File: src/hw/rtl/swaff_pkg.sv
// shared types, codes and defaults for the affine-gap local alignment block
package swaff_pkg;

  parameter int MAX_QUERY_DEF  = 64;
  parameter int SCORE_BITS_DEF = 16;

  // position field is six bits, so no row is ever longer than this
  parameter int ROW_CAP     = 64;
  parameter int POS_BITS    = 6;
  parameter int CAP_BITS    = 15;
  parameter int OUT_CAP     = 32767;
  parameter int QUEUE_DEPTH = 2;

  // request codes on the req_type field
  localparam logic REQ_LOAD = 1'b0;
  localparam logic REQ_ROW  = 1'b1;

  // configuration register indexes
  localparam logic [1:0] CFG_MATCH    = 2'd0;
  localparam logic [1:0] CFG_MISMATCH = 2'd1;
  localparam logic [1:0] CFG_OPEN     = 2'd2;
  localparam logic [1:0] CFG_EXTEND   = 2'd3;

  typedef enum logic {
    OP_LOAD,
    OP_ROW
  } op_t;

  typedef struct packed {
    op_t                 op;
    logic [1:0]          base;
    logic [POS_BITS-1:0] pos;
    logic                new_aln;
  } item_t;

  typedef struct packed {
    logic [6:0] match;
    logic [7:0] mismatch;
    logic [7:0] open_cost;
    logic [7:0] extend_cost;
  } cfg_t;

  typedef enum logic [1:0] {
    BK_IDLE,
    BK_RUN,
    BK_DRAIN
  } bk_state_t;

endpackage

File: src/hw/rtl/swaff_front.sv
// front end: takes request words, drops out-of-range loads, queues the rest
module swaff_front #(
  parameter int MAX_QUERY = swaff_pkg::MAX_QUERY_DEF
) (
  input  logic                          clk,
  input  logic                          rst,
  input  logic                          in_valid,
  output logic                          in_stall,
  input  logic                          req_type,
  input  logic [1:0]                    base,
  input  logic [swaff_pkg::POS_BITS-1:0] position,
  input  logic                          new_alignment,
  output logic                          q_valid,
  output swaff_pkg::item_t              q_item,
  input  logic                          q_pop
);

  localparam int DEPTH = (MAX_QUERY < swaff_pkg::ROW_CAP) ? MAX_QUERY : swaff_pkg::ROW_CAP;
  localparam int QD    = swaff_pkg::QUEUE_DEPTH;
  localparam int PW    = $clog2(QD);
  localparam int CNTW  = $clog2(QD + 1);

  swaff_pkg::item_t         slots [QD];
  logic [PW-1:0]            wr_ptr;
  logic [PW-1:0]            rd_ptr;
  logic [CNTW-1:0]          count;
  swaff_pkg::item_t         item;
  logic                     keep;
  logic                     push;

  always_comb begin
    item.op      = (req_type == swaff_pkg::REQ_ROW) ? swaff_pkg::OP_ROW : swaff_pkg::OP_LOAD;
    item.base    = base;
    item.pos     = position;
    item.new_aln = new_alignment;
    // a load beyond the query store is dropped here
    keep = (req_type == swaff_pkg::REQ_ROW) ||
           ({1'b0, position} < (swaff_pkg::POS_BITS + 1)'(DEPTH));
  end

  assign in_stall = (count == CNTW'(QD));
  assign push     = in_valid && !in_stall && keep;
  assign q_valid  = (count != '0);
  assign q_item   = slots[rd_ptr];

  always_ff @(posedge clk) begin
    if (push) begin
      slots[wr_ptr] <= item;
    end
  end

  always_ff @(posedge clk) begin
    if (rst) begin
      wr_ptr <= '0;
      rd_ptr <= '0;
      count  <= '0;
    end else begin
      if (push) begin
        wr_ptr <= wr_ptr + PW'(1);
      end
      if (q_pop) begin
        rd_ptr <= rd_ptr + PW'(1);
      end
      if (push && !q_pop) begin
        count <= count + CNTW'(1);
      end else if (q_pop && !push) begin
        count <= count - CNTW'(1);
      end
    end
  end

endmodule

File: src/hw/rtl/swaff_back.sv
// back end: query store, row store and the per-cell score pipeline
module swaff_back #(
  parameter int MAX_QUERY  = swaff_pkg::MAX_QUERY_DEF,
  parameter int SCORE_BITS = swaff_pkg::SCORE_BITS_DEF
) (
  input  logic                           clk,
  input  logic                           rst,
  input  swaff_pkg::cfg_t                cfg,
  input  logic                           q_valid,
  input  swaff_pkg::item_t               q_item,
  output logic                           q_pop,
  output logic                           out_valid,
  input  logic                           out_stall,
  output logic [swaff_pkg::POS_BITS-1:0] query_index,
  output logic [swaff_pkg::CAP_BITS-1:0] cell_score,
  output logic [2:0]                     direction_code,
  output logic [swaff_pkg::CAP_BITS-1:0] best_score,
  output logic                           row_last
);

  localparam int DEPTH = (MAX_QUERY < swaff_pkg::ROW_CAP) ? MAX_QUERY : swaff_pkg::ROW_CAP;
  localparam int IW    = $clog2(DEPTH);
  localparam int LW    = $clog2(DEPTH + 1);
  localparam int W     = SCORE_BITS + 2;
  localparam int CW    = (W > swaff_pkg::CAP_BITS + 2) ? W : swaff_pkg::CAP_BITS + 2;
  localparam int PB    = swaff_pkg::POS_BITS;
  localparam int OB    = swaff_pkg::CAP_BITS;

  localparam logic signed [W-1:0] SAT_HI = W'((64'sd1 <<< (SCORE_BITS - 1)) - 64'sd1);
  localparam logic signed [W-1:0] SAT_LO = W'(-(64'sd1 <<< (SCORE_BITS - 1)));
  localparam logic signed [CW-1:0] CAP   = CW'(swaff_pkg::OUT_CAP);

  typedef logic signed [SCORE_BITS-1:0] score_t;

  function automatic score_t sat(input logic signed [W-1:0] v);
    score_t r;
    if (v > SAT_HI) begin
      r = score_t'(SAT_HI[SCORE_BITS-1:0]);
    end else if (v < SAT_LO) begin
      r = score_t'(SAT_LO[SCORE_BITS-1:0]);
    end else begin
      r = score_t'(v[SCORE_BITS-1:0]);
    end
    return r;
  endfunction

  function automatic logic signed [W-1:0] wx(input score_t s);
    return W'(s);
  endfunction

  function automatic score_t smax(input score_t a, input score_t b);
    return (a > b) ? a : b;
  endfunction

  // settings widened to the internal sum width
  logic signed [W-1:0] match_w, mism_w, open_w, ext_w;
  assign match_w = W'({1'b0, cfg.match});
  assign mism_w  = W'($signed(cfg.mismatch));
  assign open_w  = W'({1'b0, cfg.open_cost});
  assign ext_w   = W'({1'b0, cfg.extend_cost});

  // storage
  logic [1:0]         qmem [DEPTH];
  score_t             hmem [DEPTH];
  score_t             fmem [DEPTH];
  logic [DEPTH-1:0]   row_vld;
  logic [LW-1:0]      query_length;
  logic [OB-1:0]      best_r;

  // sequencer
  swaff_pkg::bk_state_t state, state_next;
  logic [IW-1:0]      cnt;
  logic [LW-1:0]      row_len;
  logic [1:0]         row_base;
  logic               adv;
  logic               issue;
  logic               at_end;
  logic               load_we;
  logic               row_start;
  logic               clr;

  // stage 1: read data of one cell
  logic               s1_valid, s1_last, s1_first, s1_vld;
  logic [IW-1:0]      s1_j;
  logic [1:0]         s1_q;
  score_t             s1_hup, s1_fup;
  score_t             hdiag_r;

  // stage 2: diagonal and up-gap terms
  logic               s2_valid, s2_last, s2_first;
  logic [IW-1:0]      s2_j;
  score_t             s2_d, s2_f;
  score_t             e_r, hleft_r;

  logic               wr_en;

  // stage 1 datapath
  score_t              hup, fup, hdiag, d1, f1;
  logic signed [W-1:0] subst;

  // stage 2 datapath
  score_t               e_prev, h_prev, e2, mde, mfz, h;
  logic [2:0]           dir;
  logic signed [CW-1:0] h_c;
  logic [OB-1:0]        hout, best_next;

  assign adv    = !out_valid || !out_stall;
  assign at_end = (cnt == IW'(row_len - LW'(1)));
  assign wr_en  = adv && s2_valid;

  always_comb begin
    q_pop     = (state == swaff_pkg::BK_IDLE) && q_valid;
    load_we   = q_pop && (q_item.op == swaff_pkg::OP_LOAD);
    row_start = q_pop && (q_item.op == swaff_pkg::OP_ROW);
    clr       = row_start && q_item.new_aln;
    issue     = (state == swaff_pkg::BK_RUN) && adv;
  end

  always_comb begin
    state_next = state;
    unique case (state)
      swaff_pkg::BK_IDLE: begin
        if (row_start && (query_length != '0)) begin
          state_next = swaff_pkg::BK_RUN;
        end
      end
      swaff_pkg::BK_RUN: begin
        if (issue && at_end) begin
          state_next = swaff_pkg::BK_DRAIN;
        end
      end
      swaff_pkg::BK_DRAIN: begin
        // row store writes of this row land before the next row reads
        if (!s1_valid && !s2_valid) begin
          state_next = swaff_pkg::BK_IDLE;
        end
      end
      default: state_next = swaff_pkg::BK_IDLE;
    endcase
  end

  always_ff @(posedge clk) begin
    if (rst) begin
      state <= swaff_pkg::BK_IDLE;
      cnt   <= '0;
    end else begin
      state <= state_next;
      if (row_start) begin
        cnt <= '0;
      end else if (issue) begin
        cnt <= cnt + IW'(1);
      end
    end
  end

  always_ff @(posedge clk) begin
    if (row_start) begin
      row_len  <= query_length;
      row_base <= q_item.base;
    end
  end

  // memories
  always_ff @(posedge clk) begin
    if (load_we) begin
      qmem[q_item.pos[IW-1:0]] <= q_item.base;
    end
    if (wr_en) begin
      hmem[s2_j] <= h;
      fmem[s2_j] <= s2_f;
    end
    if (adv) begin
      s1_q   <= qmem[cnt];
      s1_hup <= hmem[cnt];
      s1_fup <= fmem[cnt];
      s1_vld <= row_vld[cnt];
    end
  end

  always_ff @(posedge clk) begin
    if (rst) begin
      row_vld      <= '0;
      query_length <= '0;
      best_r       <= '0;
    end else begin
      if (load_we) begin
        query_length <= LW'(q_item.pos[IW-1:0]) + LW'(1);
      end
      if (clr) begin
        row_vld <= '0;
        best_r  <= '0;
      end else if (wr_en) begin
        row_vld[s2_j] <= 1'b1;
        best_r        <= best_next;
      end
    end
  end

  always_comb begin
    hup   = s1_vld ? s1_hup : '0;
    fup   = s1_vld ? s1_fup : '0;
    hdiag = s1_first ? '0 : hdiag_r;
    subst = (s1_q == row_base) ? match_w : mism_w;
    d1    = sat(wx(hdiag) + subst);
    f1    = smax(sat(wx(fup) - ext_w), sat(wx(hup) - open_w));
  end

  always_ff @(posedge clk) begin
    if (rst) begin
      s1_valid <= 1'b0;
      s2_valid <= 1'b0;
    end else if (adv) begin
      s1_valid <= issue;
      s2_valid <= s1_valid;
    end
  end

  always_ff @(posedge clk) begin
    if (adv) begin
      s1_j     <= cnt;
      s1_last  <= at_end;
      s1_first <= (cnt == '0);
      s2_j     <= s1_j;
      s2_last  <= s1_last;
      s2_first <= s1_first;
      s2_d     <= d1;
      s2_f     <= f1;
      if (s1_valid) begin
        hdiag_r <= hup;
      end
    end
  end

  always_comb begin
    e_prev    = s2_first ? '0 : e_r;
    h_prev    = s2_first ? '0 : hleft_r;
    e2        = smax(sat(wx(e_prev) - ext_w), sat(wx(h_prev) - open_w));
    mde       = smax(s2_d, e2);
    mfz       = smax(s2_f, '0);
    h         = smax(mde, mfz);
    dir       = {s2_d >= e2, !s2_f[SCORE_BITS-1], mde >= mfz};
    h_c       = CW'(h);
    hout      = (h_c > CAP) ? OB'(swaff_pkg::OUT_CAP) : h_c[OB-1:0];
    best_next = (hout > best_r) ? hout : best_r;
  end

  always_ff @(posedge clk) begin
    if (wr_en) begin
      e_r            <= e2;
      hleft_r        <= h;
      query_index    <= PB'(s2_j);
      cell_score     <= hout;
      direction_code <= dir;
      best_score     <= best_next;
      row_last       <= s2_last;
    end
  end

  always_ff @(posedge clk) begin
    if (rst) begin
      out_valid <= 1'b0;
    end else if (adv) begin
      out_valid <= s2_valid;
    end
  end

`ifndef SYNTH
  a_idle_empty: assert property (@(posedge clk) disable iff (rst)
    (state == swaff_pkg::BK_IDLE) |-> (!s1_valid && !s2_valid))
    else $error("cell pipeline busy while sequencer idle");

  a_cells_in_order: assert property (@(posedge clk) disable iff (rst)
    (s1_valid && s2_valid) |-> (s1_j == s2_j + IW'(1)))
    else $error("cells in flight are not consecutive");

  a_best_rises: assert property (@(posedge clk) disable iff (rst)
    wr_en |=> (best_r >= $past(best_r)))
    else $error("best score fell within an alignment");

  a_cell_below_best: assert property (@(posedge clk) disable iff (rst)
    out_valid |-> (cell_score <= best_score))
    else $error("cell score above running best");

  a_no_issue_past_row: assert property (@(posedge clk) disable iff (rst)
    (state == swaff_pkg::BK_RUN) |-> ((LW'(cnt) < row_len) && (row_len != '0)))
    else $error("cell index beyond row length");
`endif

endmodule

File: src/hw/rtl/smith_waterman_affine_with_direction.sv
// top level: settings registers, request front end and cell back end
//
//  channel  direction  handshake          word
//  in       to block   in_valid/in_stall  req_type, base, position, new_alignment
//  out      from block out_valid/out_stall query_index, cell_score, direction_code,
//                                          best_score, row_last
//  cfg      to block   cfg_valid/cfg_ready cfg_index, cfg_data
//
//  a load word is written to the query store when it is popped; a row word for
//  a query of n > 0 bases is popped, then runs one cell per cycle unless the
//  output stalls, then drains the two-stage cell pipeline so the row store writes land first
//  a two-word queue sits between front and back, and a stalled output
//  holds the whole cell pipeline; the front keeps taking words until full
//  rst is synchronous; settings return to 5, -4, 10, 1 and the row store reads 0
module smith_waterman_affine_with_direction #(
  parameter int MAX_QUERY  = swaff_pkg::MAX_QUERY_DEF,
  parameter int SCORE_BITS = swaff_pkg::SCORE_BITS_DEF
) (
  input  logic                           clk,
  input  logic                           rst,
  input  logic                           in_valid,
  output logic                           in_stall,
  input  logic                           req_type,
  input  logic [1:0]                     base,
  input  logic [swaff_pkg::POS_BITS-1:0] position,
  input  logic                           new_alignment,
  output logic                           out_valid,
  input  logic                           out_stall,
  output logic [swaff_pkg::POS_BITS-1:0] query_index,
  output logic [swaff_pkg::CAP_BITS-1:0] cell_score,
  output logic [2:0]                     direction_code,
  output logic [swaff_pkg::CAP_BITS-1:0] best_score,
  output logic                           row_last,
  input  logic                           cfg_valid,
  output logic                           cfg_ready,
  input  logic [1:0]                     cfg_index,
  input  logic [7:0]                     cfg_data
);

  swaff_pkg::cfg_t  cfg;
  logic             q_valid;
  logic             q_pop;
  swaff_pkg::item_t q_item;

  assign cfg_ready = 1'b1;

  always_ff @(posedge clk) begin
    if (rst) begin
      cfg.match       <= 7'd5;
      cfg.mismatch    <= 8'hFC;
      cfg.open_cost   <= 8'd10;
      cfg.extend_cost <= 8'd1;
    end else if (cfg_valid && cfg_ready) begin
      unique case (cfg_index)
        swaff_pkg::CFG_MATCH:    cfg.match       <= cfg_data[6:0];
        swaff_pkg::CFG_MISMATCH: cfg.mismatch    <= cfg_data;
        swaff_pkg::CFG_OPEN:     cfg.open_cost   <= cfg_data;
        swaff_pkg::CFG_EXTEND:   cfg.extend_cost <= cfg_data;
      endcase
    end
  end

  swaff_front #(
    .MAX_QUERY (MAX_QUERY)
  ) u_front (
    .clk           (clk),
    .rst           (rst),
    .in_valid      (in_valid),
    .in_stall      (in_stall),
    .req_type      (req_type),
    .base          (base),
    .position      (position),
    .new_alignment (new_alignment),
    .q_valid       (q_valid),
    .q_item        (q_item),
    .q_pop         (q_pop)
  );

  swaff_back #(
    .MAX_QUERY  (MAX_QUERY),
    .SCORE_BITS (SCORE_BITS)
  ) u_back (
    .clk            (clk),
    .rst            (rst),
    .cfg            (cfg),
    .q_valid        (q_valid),
    .q_item         (q_item),
    .q_pop          (q_pop),
    .out_valid      (out_valid),
    .out_stall      (out_stall),
    .query_index    (query_index),
    .cell_score     (cell_score),
    .direction_code (direction_code),
    .best_score     (best_score),
    .row_last       (row_last)
  );

endmodule

File: config.mk
export PLATFORM = sky130hd
export DESIGN_NAME = smith_waterman_affine_with_direction
export DESIGN_NICKNAME = d
export VERILOG_FILES = /design/src/hw/rtl/swaff_pkg.sv /design/src/hw/rtl/swaff_front.sv /design/src/hw/rtl/swaff_back.sv /design/src/hw/rtl/smith_waterman_affine_with_direction.sv
export SDC_FILE = /design/constraint.sdc
export NUM_CORES = 2
export LEC_CHECK = 0
export BUFFER_PORTS_ARGS = -buffer_cell sky130_fd_sc_hd__buf_2
export CAP_MARGIN = 40
export CORE_UTILIZATION = 48
export DETAILED_ROUTE_END_ITERATION = 16
export PLACE_DENSITY = 0.62
export RECOVER_POWER = 100
export SYNTH_ARGS = -nofsm -noshare
export SYNTH_HDL_FRONTEND = slang
export SYNTH_SLANG_ARGS = --single-unit
File: constraint.sdc
create_clock -name clk -period 19.3 [get_ports clk]
set_input_delay 1.93 -clock clk [delete_from_list [all_inputs] [get_ports clk]]
set_output_delay 1.93 -clock clk [all_outputs]
set_load 0.005 [all_outputs]
==> flow_summary_export.csv <==
group,metric,value,unit
run_status,status,"finished, violations left",
run_status,violations,"max-capacitance violations, max-slew violations",
place,io_buffers,66,
setup_path,slowest_delay,1010,ps
route,first_pass_iters,9,
finish,fill_cells,16020,
cts,cts_tree,"built",
setup_path,cp.arrival,17320,ps
timing,setup_violations,0,
place,placed_cell_area,0.1067,mm2
floorplanning,die_x,462.0,um
route,first_iter_violations,5627,
place,hpwl,150.5,mm
route,wl,265.4,mm
floorplanning,rows,168,
finish,mostFrequentLayoutCell,"edfxtp_1",
floorplanning,die_h,462.0,um
setup_path,r2r_cells,57,
setup_path,start_kind,"flip-flop",
setup_path,cp_common_cell,"o21a_1",
route,viasPerCell,6.110,
setup_path,crit_family,"compound AO/OA/AOI/OAI gates",
setup_path,slowest_stage,"o21ai_0",
timing,finalMaxSlewViolations,4188,
synthesis,muxShareOfSynthArea,16.36,%
finish,final_cell_mix,"edfxtp_1 (2375), mux4_2 (711), clkbuf_16 (286)",
synthesis,yosys-top-cells-area,"edfxtp_1 (70%), mux4_2 (16%), dfxtp_1 (2.6%)",
cts,cts_buffer_depth,4,
synthesis,synth-simple-area-share,3.753,%
timing,fin_setup_tns,0,ps
synthesis,ys_seq_elements,2508,
route,drc,0,
cts,cts_setup_buffers,0,
synthesis,syn_area,0.1016,mm2
synthesis,synth_xor_area_share,0.5002,%
setup_path,cp_data_required_time,20080,ps
synthesis,synthCells,5180,
flow_run,drv_cap,103,
global_routing,grt_max_degree,126,
cts,htreeDepth,5,
synthesis,synthArstFlopShare,0,%
timing,skew,62.68,ps
global_routing,grt_pass1_wl,377.4,mm
setup_path,cp_max_fo,33,
setup_path,endpoint_kind,"flip-flop",
synthesis,yosysSeqAreaShare,72.85,%
cts,clkTransAtPathRegs,60,ps
global_routing,grt_pass1_vias,51460,
global_routing,antenna_found_initial,22,
synthesis,synth-edff-count,2375,
place,place_congestion,0.8837,
cts,cts_hold_buf,0,
timing,worst_pin_slew,3833,ps
timing,hold_viol,0,
cts,root_buffer,"clkbuf_16",
floorplanning,initial_utilization,48.36,%
setup_path,r2r_start,"u_back.s2_first",
timing,max_clock_freq,60.47,MHz
synthesis,synth-adder-area-share,1.737,%
setup_path,crit_buf_inv,4,
timing,finalCritPeriodShare,85.69,%
floorplanning,core-area,0.2100,mm2
synthesis,synth_ff_type,"edfxtp_1",
synthesis,synth_compound_area_share,3.325,%
floorplanning,die_area,0.2134,mm2
cts,cts_sinks,2508,
setup_path,reg2reg_slack,2760,ps
finish,drive_above_1_share,22.58,%
hold_path,hp-start,"u_back.s1_j[4]",
synthesis,synth_top_family_by_area,"multiplexers",
cts,ctsResizeCount,0,
timing,rsz0062_at_grt,"no",
finish,nets,5617,
synthesis,synth.largest_area_cell,"edfxtp_1",
global_routing,grt-ovfl-total,0,
hold_path,hold_path.class,"reg2reg",
cts,insertion_delay,920,ps
finish,final_area,0.1145,mm2
route,vias,51720,
setup_path,reg2reg_to,"u_back.best_r[11]",
synthesis,synth_cell_types,87,
synthesis,synth_warnings,0,
timing,max-slew-margin-rel,-155.5,%
floorplanning,ios,68,
route,routedWlPerCell,31.35,um
route,postRouteAntennaNets,0,
hold_path,min_path_cells,0,
finish,area_growth,12.74,%
setup_path,crit_type,"reg2reg",
hold_path,hold_end,"u_back.s2_j[4]",
timing,period_needed,16540,ps
global_routing,track_usage,25.14,%
synthesis,synth_top_area_share,70.22,%
synthesis,syn_avg_cell_area,19.61,um2
cts,cts_made_buffers,277,
[cells in the mapped netlist (78+ instances only)]
library cell  instances
a21oi_1             121
buf_1                79
clkbuf_1            161
dfxtp_1             133
edfxtp_1           2375
ha_1                133
inv_1               137
mux4_2              711
nand2_1             268
nor2_1              251
nor2b_1              78
o21a_1               94
o21ai_0              85
[metal layers]
| layer | track usage [%] | up-vias | wire length, um |
|---|---|---|---|
| met3 | 3.912 | 447 | 18230 |
| met4 | 8.725 | 12 | 9948 |
| met5 | 0 | - | 101 |
| met2 | 40.64 | 1937 | 128300 |
| met1 | 34.92 | 27610 | 108800 |
| li1 | - | 21710 | - |
[cells by family after synthesis]
logic type	after synthesis
fa+ha+maj	138
other cells	1
buf+inv	388
compound gates	503
mux	767
flops	2508
xor+xnor	58
simple gates	817
[how the worst max path moves through the flow]
stage | end | slack, ps | cells past startpoint | from
2_1_floorplan | u_back.best_r[4] | 5990 | 71 | u_back.s2_first
3_3_place_gp | u_back.best_r[6] | 3660 | 57 | u_back.s2_first
3_5_place_dp | u_back.best_r[11] | 3950 | 59 | u_back.s2_first
4_1_cts | u_back.best_r[11] | 3900 | 58 | u_back.s2_first
5_1_grt | u_back.best_r[11] | 1450 | 57 | u_back.s2_first
6_report | u_back.best_r[11] | 2760 | 57 | u_back.s2_first
[cell type report]
| cell class | count | area [um2] | share of cell area (%) |
|---|---|---|---|
| diodes | 16 | 40.04 | 0.03497 |
| well taps | 2805 | 3510 | 3.065 |
| multi-input cells | 2285 | 26570 | 23.20 |
| inverters | 138 | 518.0 | 0.4524 |
| repair buffers | 244 | 1383 | 1.208 |
| clock buffers | 345 | 7398 | 6.462 |
| flip-flops and latches | 2508 | 73990 | 64.62 |
| clock inverters | 123 | 1096 | 0.9573 |
[state kept, by name (all words and copies together) (netlist names), 20 cells and up, named ones only]
name            flops
cfg                31
u_back.fmem      1024
u_back.hmem      1024
u_back.qmem       128
u_back.row_vld     64
u_front.slots      20
[through the flow]
stage          cells  hold WS (ps)  setup slack, ps  util, %
2_1_floorplan   5181         400.3             5993        -
3_3_place_gp    7947         401.4             3656    50.56
3_5_place_dp    7979         407.5             3949    50.82
4_1_cts         8447         424.9             3899    54.86
5_1_grt         8453         430.5             1451    54.51
6_report        8464         418.4             2762    54.52
Power is left out: the tool's default activity adds up to more than one toggle a clock period on the data nets, which glitch-free logic cannot reach.
